File: config.mk
export PLATFORM = sky130hd
export DESIGN_NAME = sync_serial_ctrl_regs_pdc
export DESIGN_NICKNAME = d
export VERILOG_FILES = /design/src/sscr_pkg.sv /design/src/sscr_core.sv /design/src/sync_serial_ctrl_regs_pdc.sv
export SDC_FILE = /design/constraint.sdc
export NUM_CORES = 2
export LEC_CHECK = 0
export BUFFER_PORTS_ARGS = -buffer_cell sky130_fd_sc_hd__buf_2
export CAP_MARGIN = 10
export CORE_UTILIZATION = 40
export CTS_CLUSTER_SIZE = 12
export DETAILED_ROUTE_END_ITERATION = 6
export PLACE_DENSITY = 0.61
export SKIP_LAST_GASP = 1
export SYNTH_ARGS = -nofsm -noshare
export SYNTH_HDL_FRONTEND = slang
export SYNTH_SLANG_ARGS = --single-unit
File: constraint.sdc
create_clock -name clk -period 9.34 [get_ports clk]
set_clock_uncertainty 0.2 [all_clocks]
set_input_delay 1.868 -clock clk [delete_from_list [all_inputs] [get_ports clk]]
set_output_delay 1.868 -clock clk [all_outputs]
set_load 0.05 [all_outputs]
File: src/sscr_pkg.sv
// sscr_pkg: shared types and constants of the serial controller register block
// no dependencies
package sscr_pkg;

	localparam int OFFSET_BITS = 14;

	localparam logic [1:0] ACT_READ  = 2'd0;
	localparam logic [1:0] ACT_WRITE = 2'd1;
	localparam logic [1:0] ACT_MEM   = 2'd2;

	localparam logic [8:0] REG_CR    = 9'h000;
	localparam logic [8:0] REG_CMR   = 9'h004;
	localparam logic [8:0] REG_RCMR  = 9'h010;
	localparam logic [8:0] REG_RFMR  = 9'h014;
	localparam logic [8:0] REG_TCMR  = 9'h018;
	localparam logic [8:0] REG_TFMR  = 9'h01c;
	localparam logic [8:0] REG_RHR   = 9'h020;
	localparam logic [8:0] REG_THR   = 9'h024;
	localparam logic [8:0] REG_RSHR  = 9'h030;
	localparam logic [8:0] REG_TSHR  = 9'h034;
	localparam logic [8:0] REG_RC0R  = 9'h038;
	localparam logic [8:0] REG_RC1R  = 9'h03c;
	localparam logic [8:0] REG_SR    = 9'h040;
	localparam logic [8:0] REG_IER   = 9'h044;
	localparam logic [8:0] REG_IDR   = 9'h048;
	localparam logic [8:0] REG_IMR   = 9'h04c;
	localparam logic [8:0] REG_VER   = 9'h0fc;
	localparam logic [8:0] REG_RPR   = 9'h100;
	localparam logic [8:0] REG_RCR   = 9'h104;
	localparam logic [8:0] REG_TPR   = 9'h108;
	localparam logic [8:0] REG_TCR   = 9'h10c;
	localparam logic [8:0] REG_RNPR  = 9'h110;
	localparam logic [8:0] REG_RNCR  = 9'h114;
	localparam logic [8:0] REG_TNPR  = 9'h118;
	localparam logic [8:0] REG_TNCR  = 9'h11c;
	localparam logic [8:0] REG_PTCR  = 9'h120;
	localparam logic [8:0] REG_PTSR  = 9'h124;

	localparam logic [31:0] VERSION = 32'h0000_0100;
	localparam int LOOP_BIT = 5;

	typedef struct packed {
		logic [1:0]  action;
		logic [OFFSET_BITS-1:0] offset;
		logic [31:0] write_data;
		logic [31:0] memory_data;
	} req_in_t;

	typedef struct packed {
		logic [31:0] read_data;
		logic        irq;
		logic        tx_dma_request;
		logic        rx_dma_request;
		logic        mem_write_valid;
		logic [31:0] mem_write_address;
		logic [31:0] mem_write_data;
		logic [2:0]  mem_write_bytes;
		logic        mem_read_valid;
		logic [31:0] mem_read_address;
		logic [2:0]  mem_read_bytes;
	} req_out_t;

	typedef struct packed {
		logic rx_on;
		logic tx_on;
		logic rx_dma;
		logic tx_dma;
		logic rx_pend;
		logic ovr;
		logic endrx;
		logic endtx;
		logic rearm;
	} flags_t;

	typedef struct packed {
		logic [11:0]     clock_mode;
		logic [3:0][31:0] mode;
		logic [31:0]     rx_holding;
		logic [3:0][15:0] sync_cmp;
		logic [31:0]     irq_mask;
		logic [3:0][31:0] ptr;
		logic [3:0][31:0] cnt;
		flags_t          flags;
		logic            tx_read_pending;
	} regs_t;

	function automatic logic [2:0] frame_bytes(input logic [31:0] fmr);
		logic [5:0] bits;
		bits = {1'b0, fmr[4:0]} + 6'd1;
		if (bits <= 6'd8) return 3'd1;
		else if (bits <= 6'd16) return 3'd2;
		else return 3'd4;
	endfunction

	function automatic logic [31:0] byte_mask(input logic [2:0] n);
		case (n)
			3'd1:    return 32'h0000_00ff;
			3'd2:    return 32'h0000_ffff;
			default: return 32'hffff_ffff;
		endcase
	endfunction

	function automatic logic [31:0] status_word(input regs_t r);
		logic [31:0] s;
		s = 32'h3;
		s[2]  = (r.cnt[1] == '0) || r.flags.endtx;
		s[3]  = (r.cnt[1] == '0) && (r.cnt[3] == '0);
		s[4]  = r.flags.rx_pend;
		s[5]  = r.flags.ovr;
		s[6]  = (r.cnt[0] == '0) || r.flags.endrx;
		s[7]  = (r.cnt[0] == '0) && (r.cnt[2] == '0);
		s[16] = r.flags.tx_on;
		s[17] = r.flags.rx_on;
		return s;
	endfunction

endpackage

File: src/sscr_core.sv
// sscr_core: next-state and result logic for one request
// depends on sscr_pkg
module sscr_core
	import sscr_pkg::*;
(
	input  regs_t    cur,
	input  req_in_t  req,
	output regs_t    nxt,
	output req_out_t res
);

	// promote next pair into current pair
	function automatic regs_t promote(input regs_t r, input int c, input int n, input logic en);
		regs_t t;
		t = r;
		if (en && t.cnt[c] == '0 && t.cnt[n] != '0) begin
			t.ptr[c] = t.ptr[n];
			t.cnt[c] = t.cnt[n];
			t.ptr[n] = '0;
			t.cnt[n] = '0;
		end
		return t;
	endfunction

	always_comb begin
		regs_t       r;
		req_out_t    o;
		logic [8:0]  ofs;
		logic        hit;
		logic [31:0] v;
		logic [2:0]  n;
		logic        take;
		logic [31:0] word;
		logic [2:0]  rn;

		r = cur;
		o = '0;
		take = 1'b0;
		word = '0;
		n = '0;
		rn = '0;
		v = req.write_data;
		r.flags.rearm = 1'b0;
		ofs = req.offset[8:0];
		hit = (req.offset[OFFSET_BITS-1:9] == '0);

		if (req.action == ACT_READ) begin
			if (hit) begin
				case (ofs)
					REG_CMR:  o.read_data = {20'd0, r.clock_mode};
					REG_RCMR: o.read_data = r.mode[0];
					REG_RFMR: o.read_data = r.mode[1];
					REG_TCMR: o.read_data = r.mode[2];
					REG_TFMR: o.read_data = r.mode[3];
					REG_RHR: begin
						o.read_data = r.rx_holding;
						r.flags.rx_pend = 1'b0;
						r.flags.ovr = 1'b0;
					end
					REG_RSHR: o.read_data = {16'd0, r.sync_cmp[0]};
					REG_TSHR: o.read_data = {16'd0, r.sync_cmp[1]};
					REG_RC0R: o.read_data = {16'd0, r.sync_cmp[2]};
					REG_RC1R: o.read_data = {16'd0, r.sync_cmp[3]};
					REG_SR: begin
						o.read_data = status_word(r);
						r.flags.endrx = 1'b0;
						r.flags.endtx = 1'b0;
						r.flags.ovr = 1'b0;
					end
					REG_IMR:  o.read_data = r.irq_mask;
					REG_VER:  o.read_data = VERSION;
					REG_RPR:  o.read_data = r.ptr[0];
					REG_RCR:  o.read_data = r.cnt[0];
					REG_TPR:  o.read_data = r.ptr[1];
					REG_TCR:  o.read_data = r.cnt[1];
					REG_RNPR: o.read_data = r.ptr[2];
					REG_RNCR: o.read_data = r.cnt[2];
					REG_TNPR: o.read_data = r.ptr[3];
					REG_TNCR: o.read_data = r.cnt[3];
					REG_PTSR: o.read_data = {23'd0, r.flags.tx_dma, 7'd0, r.flags.rx_dma};
					default:  o.read_data = '0;
				endcase
			end
		end else if (req.action == ACT_WRITE) begin
			if (hit) begin
				case (ofs)
					REG_CR: begin
						if (v[15]) begin
							r = '0;
						end else begin
							if (v[0]) r.flags.rx_on = 1'b1;
							if (v[1]) r.flags.rx_on = 1'b0;
							if (v[8]) r.flags.tx_on = 1'b1;
							if (v[9]) begin
								r.flags.tx_on = 1'b0;
								r.flags.rearm = 1'b0;
							end
						end
					end
					REG_CMR:  r.clock_mode = v[11:0];
					REG_RCMR: r.mode[0] = v;
					REG_RFMR: r.mode[1] = v;
					REG_TCMR: r.mode[2] = v;
					REG_TFMR: r.mode[3] = v;
					REG_THR: begin
						if (r.flags.tx_on) begin
							if (r.mode[1][LOOP_BIT]) begin
								take = 1'b1;
								word = v;
							end
							r.flags.rearm = 1'b1;
						end
					end
					REG_RSHR: r.sync_cmp[0] = v[15:0];
					REG_TSHR: r.sync_cmp[1] = v[15:0];
					REG_RC0R: r.sync_cmp[2] = v[15:0];
					REG_RC1R: r.sync_cmp[3] = v[15:0];
					REG_IER:  r.irq_mask = r.irq_mask | v;
					REG_IDR:  r.irq_mask = r.irq_mask & ~v;
					REG_RPR:  r.ptr[0] = v;
					REG_RCR:  r.cnt[0] = v;
					REG_TPR:  r.ptr[1] = v;
					REG_TCR:  r.cnt[1] = v;
					REG_RNPR: r.ptr[2] = v;
					REG_RNCR: begin
						r.cnt[2] = v;
						r = promote(r, 0, 2, r.flags.rx_dma);
					end
					REG_TNPR: r.ptr[3] = v;
					REG_TNCR: r.cnt[3] = v;
					REG_PTCR: begin
						if (v[0]) begin
							r.flags.rx_dma = 1'b1;
							r = promote(r, 0, 2, 1'b1);
						end
						if (v[1]) r.flags.rx_dma = 1'b0;
						if (v[8]) r.flags.tx_dma = 1'b1;
						if (v[9]) r.flags.tx_dma = 1'b0;
					end
					default: ;
				endcase
			end
		end else if (req.action == ACT_MEM) begin
			if (r.tx_read_pending) begin
				r.tx_read_pending = 1'b0;
				if (r.flags.tx_dma && r.flags.tx_on && r.cnt[1] != '0) begin
					n = frame_bytes(r.mode[3]);
					r.ptr[1] = r.ptr[1] + {29'd0, n};
					r.cnt[1] = r.cnt[1] - 32'd1;
					// loopback into receive, before end-of-transmit handling
					if (r.mode[1][LOOP_BIT] && r.flags.rx_on) begin
						take = 1'b1;
						word = req.memory_data & byte_mask(n);
					end
				end
			end
		end

		// receive path
		if (take && r.flags.rx_on) begin
			rn = frame_bytes(r.mode[1]);
			r = promote(r, 0, 2, r.flags.rx_dma);
			if (r.flags.rx_dma && r.cnt[0] != '0) begin
				o.mem_write_valid = 1'b1;
				o.mem_write_address = r.ptr[0];
				o.mem_write_data = word & byte_mask(rn);
				o.mem_write_bytes = rn;
				r.ptr[0] = r.ptr[0] + {29'd0, rn};
				r.cnt[0] = r.cnt[0] - 32'd1;
				if (r.cnt[0] == '0) begin
					r.flags.endrx = 1'b1;
					r = promote(r, 0, 2, r.flags.rx_dma);
				end
			end else begin
				if (r.flags.rx_pend) r.flags.ovr = 1'b1;
				r.rx_holding = word;
				r.flags.rx_pend = 1'b1;
			end
		end

		// end of transmit buffer after a fetch
		if (n != '0 && r.cnt[1] == '0) begin
			r.flags.endtx = 1'b1;
		end

		r = promote(r, 1, 3, r.flags.tx_dma);
		if (!r.tx_read_pending && r.flags.tx_dma && r.flags.tx_on && r.cnt[1] != '0) begin
			o.mem_read_valid = 1'b1;
			o.mem_read_address = r.ptr[1];
			o.mem_read_bytes = frame_bytes(r.mode[3]);
			r.tx_read_pending = 1'b1;
		end

		o.irq = (status_word(r) & r.irq_mask) != '0;
		o.tx_dma_request = r.flags.tx_on && !r.flags.rearm && !r.flags.rx_pend;
		o.rx_dma_request = r.flags.rx_on && r.flags.rx_pend;

		nxt = r;
		res = o;
	end

endmodule

File: src/sync_serial_ctrl_regs_pdc.sv
// sync_serial_ctrl_regs_pdc: top level, state registers and result register
// depends on sscr_pkg and sscr_core
//
//  port   | dir | handshake        | payload
//  -------+-----+------------------+-----------
//  in     | in  | in_valid/in_stall | req_in_t
//  out    | out | out_valid/out_stall | req_out_t
//
// one request per cycle while the result is not stalled: the register update and
// result are computed combinationally from the state registers and captured in the result register.
// a request is taken whenever the result register is empty or being drained.
// reset clears all state registers and the result valid.
// while out_stall is high and a result is valid, the result holds and in_stall rises.
module sync_serial_ctrl_regs_pdc
	import sscr_pkg::*;
(
	input  logic     clk,
	input  logic     arst_n,
	input  logic     in_valid,
	output logic     in_stall,
	input  req_in_t  in_data,
	output logic     out_valid,
	input  logic     out_stall,
	output req_out_t out_data
);

	regs_t    regs_q;
	regs_t    regs_next;
	req_out_t res;
	logic     take;

	assign in_stall = out_valid && out_stall;
	assign take = in_valid && !in_stall;

	sscr_core u_core (
		.cur (regs_q),
		.req (in_data),
		.nxt (regs_next),
		.res (res)
	);

	always_ff @(posedge clk or negedge arst_n) begin
		if (!arst_n) begin
			regs_q <= '0;
			out_valid <= 1'b0;
		end else begin
			if (take) regs_q <= regs_next;
			if (take) out_valid <= 1'b1;
			else if (!out_stall) out_valid <= 1'b0;
		end
	end

	always_ff @(posedge clk) begin
		if (take) out_data <= res;
	end

	a_hold: assert property (@(posedge clk) disable iff (!arst_n)
		out_valid && out_stall |=> out_valid && $stable(out_data))
		else $error("result dropped under stall");
	a_flags: assert property (@(posedge clk) disable iff (!arst_n)
		!regs_q.flags.ovr || regs_q.flags.rx_pend || $past(regs_q.flags.ovr))
		else $error("overrun without pending");
	a_rd: assert property (@(posedge clk) disable iff (!arst_n)
		out_valid && out_data.mem_read_valid |-> regs_q.tx_read_pending || take)
		else $error("read issued without pending mark");

endmodule

; Yosys cells after proc, flatten, opt, wreduce, memory -nomap -nowiden
; Index checks and enable logic that the tools add are counted.
[totals]
wordCells = 307
romBits = 0
latch_bits = 0
regBits = 673
n_memories = 0
mem_bits_rw = 0
[classes]
add_sub_neg = 7
n_bitwise = 7
n_reduce_logical = 63
n_eq_ne = 33
n_div = 0
mux = 150
order_cmp = 6
shifts = 0
mul = 0
[ops]
columns = operator, n
row1 = two-way mux 534 bit, 7
row2 = two-way mux 524 bit, 5
row3 = two-way mux 32 bit, 50
row4 = one-hot mux 32 bit (3 select lines), 9
row5 = one-hot mux 32 bit (22 select lines), 1
row6 = two-way mux 528 bit, 1
row7 = one-hot mux 32 bit (4 select lines), 4
row8 = two-way mux 234 bit, 2
row9 = two-way mux 394 bit, 1
row10 = zero test 32 bit, 11
row11 = two-way mux 332 bit, 1
row12 = nonzero test 32 bit, 9
row13 = two-way mux 228 bit, 1
row14 = one-hot mux 16 bit (3 select lines), 4
row15 = one-hot mux 32 bit (2 select lines), 3
row16 = AND 32 bit, 3
row17 = two-way mux 96 bit, 1
row18 = == test 9 bit (second input constant), 10
row19 = two-way mux 68 bit, 1
row20 = adder 32 x 3 -> 32 bit, 2
row21 = subtractor 32 x 1 -> 32 bit (second input constant), 2
row22 = == test 9 x 6 -> 1 bit (second input constant), 6
row23 = two-way mux 3 bit, 17
row24 = two-way mux 41 bit, 1
row25 = other kinds (33), 114

; Longest topological paths before layout
[logic_depth]
depth_word = 37
depth_mapped = 32

; Hierarchy
; A second synthesis with hierarchy kept.
[unflattened]
hier_cells = 4939
hier_area_um2 = 45478.6
[modules_own_cells]
columns = mod, cells_per_inst, n_inst, seq_area_each_um2, area_per_inst_um2
row1 = sync_serial_ctrl_regs_pdc, 1270, 1, 17561.8, 24021.8
row2 = sscr_core, 3669, 1, 0.0, 21456.8

; Least setup slack after synthesis
; No wires, ideal clock.
[synth_path]
path_type = input-to-reg
from = input port in_data[43] in the netlist's numbering
to = register out_data[106] in the netlist's numbering (data pin)
path_buffers = 8
t_required_ps = 8975
setup_slack_ps = 167
setup_ps = 165
t_arrival_ps = 8808
path_stages = 29
path_cell_list = buf_2 > or4_4 > nor4_4 > a31oi_1 > a21o_1 > buf_2 > a31o_2 > a211oi_1 > nand3_1 > buf_2 > nor4_1 > buf_2 > clkbuf_1 > clkbuf_1 > clkbuf_1 > a21boi_0 > ha_1 > and4_1 > buf_2 > nand4_2 > or3b_4 > o21ai_4 > or3_1 > a21boi_0 > or4b_1 > nor4_1 > nand4b_1 > or4_1 > o31ai_2
[synth_rtl]
columns = element, line
row1 = start: declaration, sync_serial_ctrl_regs_pdc.sv:21  ; input req_in_t in_data,
row2 = end signal: assignment, sync_serial_ctrl_regs_pdc.sv:54  ; if (take) out_data <= res;
row3 = end: declaration, sync_serial_ctrl_regs_pdc.sv:24  ; output req_out_t out_data

==> flow_summary_export.csv <==
group,metric,value,unit
placement,placedCellCount,6253,
placement,setup_ws_pre_cts,0.124,ns
finish,area_growth,16.8,%
synthesis,synth_top_cells_by_area,"sky130_fd_sc_hd__dfrtp_1 (32%), sky130_fd_sc_hd__edfxtp_1 (10%), sky130_fd_sc_hd__nand2_1 (6.0%)",
die,initial_core_util,40.4,%
die,std_cell_rows,117,
pwr,cellLeakagePower,18.9,nW
timing,setup_repair_after_global_routing_missed_its_margin,"no",
die,dieWidth,323,um
die,die_height,323,um
run,maxCapViolCount,0,
hold_path,hold_path_class,"flop to flop",
die,core,102000,um2
timing,timing.final.hold_violations,0,
finish,layout.cells.most_common_list,"sky130_fd_sc_hd__nand2_1 (653), sky130_fd_sc_hd__dfrtp_1 (534), sky130_fd_sc_hd__o21ai_0 (421)",
synthesis,yosys.cell_types.count,109,
finish,nNetsFinal,5066,
setup_path,critical_path_arrival,9.24,ns
timing,post-route-worst-setup-slack,0.294,ns
global_route,number_of_antenna_violations_at_the_first_check_in_global_routing,24,
global_route,grt_start_max_net_pins,151,
finish,ratio_of_cells_with_drive_above_1_in_the_final_layout,16.3,%
clock_tree,cts_htree_levels,3,
timing,timing_worst_slew_pin_value,1.26,ns
finish,instances_no_fill,6417,
synthesis,async_reset_ff_share,79.3,%
route,drt_iter0_drc,7973,
global_route,grt_overflow_total,0,
synthesis,synth_seq_cells,673,
timing,finalCritPeriodShare,96.8,%
synthesis,synth-seq-area-share,42.6,%
route,average_routed_wire_per_standard_cell,40.6,um
synthesis,yosys_most_used_dff,"sky130_fd_sc_hd__dfrtp_1",
die,io_pins,225,
clock_tree,postCtsSetupBuffers,0,
timing,final_count_of_negative_setup_slack_endpoints,0,
synthesis,synth_area_per_cell,8.62,um2
synthesis,synthesis.area,41100,um2
pwr,vdd_ir_drop_max,0.177,mV
clock_tree,ctsHoldBuffers,0,
setup_path,setup_crit_start_kind,"flop",
synthesis,synthesis.instances,4772,
route,drt_pass1_iterations,7,
placement,post-dp-hpwl,192000,um
clock_tree,worst_setup_hold_path_clk_slew,0.06,ns
synthesis,yosys.area.top_type,"sky130_fd_sc_hd__dfrtp_1",
clock_tree,numCtsBuffers,82,
route,ant_nets,0,
timing,period_minus_slack,9.05,ns
synthesis,synthesis.yosys.warnings,0,
route,dr_total_vias,45700,
pwr,powerDensity,157,nW/um2
setup_path,crit_path_end_kind,"flop",
clock_tree,clock_tree.root_cell,"sky130_fd_sc_hd__clkbuf_16",
timing,max-slew-margin-rel,15.2,%
synthesis,synth_nets,4868,
synthesis,number_of_flops_mapped_to_enable_cells_by_yosys,139,
global_route,global_route_wire_length_before_repair,354000,um
clock_tree,clock_latency,0.70,ns
placement,port_buffers,224,
clock_tree,cts_resized,0,
global_route,first_global_vias,41800,
clock_tree,cts-root-to-sink-buffers,3,
placement,post_dp_area,45100,um2
run_status,violated_checks,"design-rule violations",
run_status,outcome,"complete, but fails checks",
synthesis,netlist.area_leader.share,32.5,%
placement,routabilityCongestion,1.08,
route,post-route-drc-count,22,
finish,final_common_cell,"sky130_fd_sc_hd__nand2_1",
finish,final_design_area_no_fill,48100,um2
setup_path,timing.setup.critical_path_class,"flop to flop",
setup_path,required_time_of_the_worst_setup_path,9.54,ns
global_route,grt_util_all_layers,49.2,%
timing,maxClockFrequency,0.111,GHz
die,fp.dieArea,104000,um2
timing,finalHoldWorstSlack,0.280,ns
setup_path,worst-path-max-fanout,9,
clock_tree,tritoncts_num_sinks,673,
route,vias_per_cell,7.12,
clock_tree,tritoncts_clock_tree,"yes",
pwr,power.total,0.00754,W
route,wl,260000,um
timing,slew_viol_final,0,
-- state kept, by name, summed over array words and instances (netlist names) --
register and cells:
out_valid 1, out_data 139, regs_q 533
-- critical path, stage by stage, from the launching register on --
cell                        delay, ns
sky130_fd_sc_hd__dfrtp_1         0.64
sky130_fd_sc_hd__nor3_1          0.81
sky130_fd_sc_hd__nand3_1         0.19
sky130_fd_sc_hd__nor3_1          0.44
sky130_fd_sc_hd__buf_4           0.33
sky130_fd_sc_hd__a311o_1         0.43
sky130_fd_sc_hd__o22ai_1         0.17
sky130_fd_sc_hd__or4_1           0.54
sky130_fd_sc_hd__nor4_1          0.42
sky130_fd_sc_hd__buf_4           0.24
sky130_fd_sc_hd__nor4_2          0.08
sky130_fd_sc_hd__a21boi_0        0.26
sky130_fd_sc_hd__ha_1            0.23
sky130_fd_sc_hd__and4_1          0.22
sky130_fd_sc_hd__nand4_2         0.30
sky130_fd_sc_hd__a2111oi_0       0.65
sky130_fd_sc_hd__buf_4           0.21
sky130_fd_sc_hd__xor2_1          0.26
sky130_fd_sc_hd__nor4_1          0.12
sky130_fd_sc_hd__nand2_1         0.14
sky130_fd_sc_hd__buf_4           0.12
sky130_fd_sc_hd__nor4_1          0.06
sky130_fd_sc_hd__buf_4           0.17
sky130_fd_sc_hd__nand3_1         0.25
sky130_fd_sc_hd__nand2_1         0.10
sky130_fd_sc_hd__a211oi_1        0.99
sky130_fd_sc_hd__o31ai_2         0.16
-- cell families (layout without fill, tap and decap cells) --
kind of cell | count (synthesis) | after routing | share of synthesized area (%)
AOI/OAI and AO/OA | 1787 | 1787 | 30.0
xor gates and xnor gates | 61 | 61 | 1.30
adders and majority gates | 12 | 12 | 0.402
buffers and inverters | 485 | 750 | 4.60
DFF | 673 | 673 | 42.6
muxes | 80 | 80 | 2.02
other | 0 | 12 | 0
and+or+nand+nor | 1674 | 1674 | 19.0
-- cell usage after synthesis (13+ instances only) --
cell                       count
sky130_fd_sc_hd__buf_2        24
sky130_fd_sc_hd__buf_1        37
sky130_fd_sc_hd__mux2_2       23
sky130_fd_sc_hd__a21o_1       45
sky130_fd_sc_hd__xnor2_1      34
sky130_fd_sc_hd__nand2_1     659
sky130_fd_sc_hd__o22ai_1      28
sky130_fd_sc_hd__and3_1       48
sky130_fd_sc_hd__or4_1        16
sky130_fd_sc_hd__and2_1       44
sky130_fd_sc_hd__edfxtp_1    139
sky130_fd_sc_hd__or2_2        16
sky130_fd_sc_hd__or3_1        45
sky130_fd_sc_hd__inv_1        50
sky130_fd_sc_hd__a31oi_1      81
sky130_fd_sc_hd__clkbuf_1    365
sky130_fd_sc_hd__nand4_1      68
sky130_fd_sc_hd__o21ai_1      30
sky130_fd_sc_hd__o211ai_1     34
sky130_fd_sc_hd__a222oi_1     58
sky130_fd_sc_hd__o21ai_0     423
sky130_fd_sc_hd__a211oi_1     43
sky130_fd_sc_hd__a22oi_1     223
sky130_fd_sc_hd__and4_1       16
sky130_fd_sc_hd__a221oi_1     92
sky130_fd_sc_hd__o31ai_1      87
sky130_fd_sc_hd__nor4_1       60
sky130_fd_sc_hd__mux2i_1      55
sky130_fd_sc_hd__xor2_1       27
sky130_fd_sc_hd__a21oi_1     255
sky130_fd_sc_hd__o21a_1       31
sky130_fd_sc_hd__dfrtp_1     534
sky130_fd_sc_hd__nor3_1       89
sky130_fd_sc_hd__nor2_1      397
sky130_fd_sc_hd__nand3_1     128
sky130_fd_sc_hd__nand2b_1     13
sky130_fd_sc_hd__a22o_1      195
sky130_fd_sc_hd__a32o_1       18
-- report_power, final --
part	internal, W	switching [W]	total [W]
registers	0.00306	0.000105	0.00317
clock network	0.00212	0.00142	0.00354
logic	0.000213	0.000624	0.000836
-- cell type report --
class                      count  area, um2
tap                         1368       1710
timing repair buffer         547       3670
multi-input combinational   3614      22000
inverter                      52        205
clock buffer                 111       2330
antenna                       12       30.0
fill                       10100      53800
clock inverter                40        591
sequential                   673      17500
-- metal layers --
| layer | vias to the layer above | share of wire (%) | GRT usage [%] |
|---|---|---|---|
| li1 | 18500 | - | - |
| met1 | 22500 | 37 | 63.1 |
| met2 | 3750 | 41 | 69.7 |
| met3 | 866 | 14 | 17.0 |
| met4 | 18 | 8.0 | 32.3 |
| met5 | - | 0.037 | 0 |
-- path summary, 6_finish.rpt --
kind                                 end  cells past startpoint        start  slack, ns
setup / recovery           out_data[106]                     26   regs_q[15]       0.29
hold / removal               regs_q[435]                      2  regs_q[435]       0.28
setup reg to reg           out_data[106]                     26   regs_q[15]       0.29
hold reg to reg              regs_q[435]                      2  regs_q[435]       0.28
max in group asynchronous    regs_q[389]                      3       arst_n       5.83
min in group asynchronous    regs_q[143]                      1       arst_n       1.00
-- through the flow --
step                setup TNS [ns]  utilization, %
floorplan                        0               -
global placement           -0.0341            44.3
detailed placement               0            44.3
CTS                              0            47.1
global route                     0            47.1
finish                           0            47.2
Power figures use the tool's default switching activity.
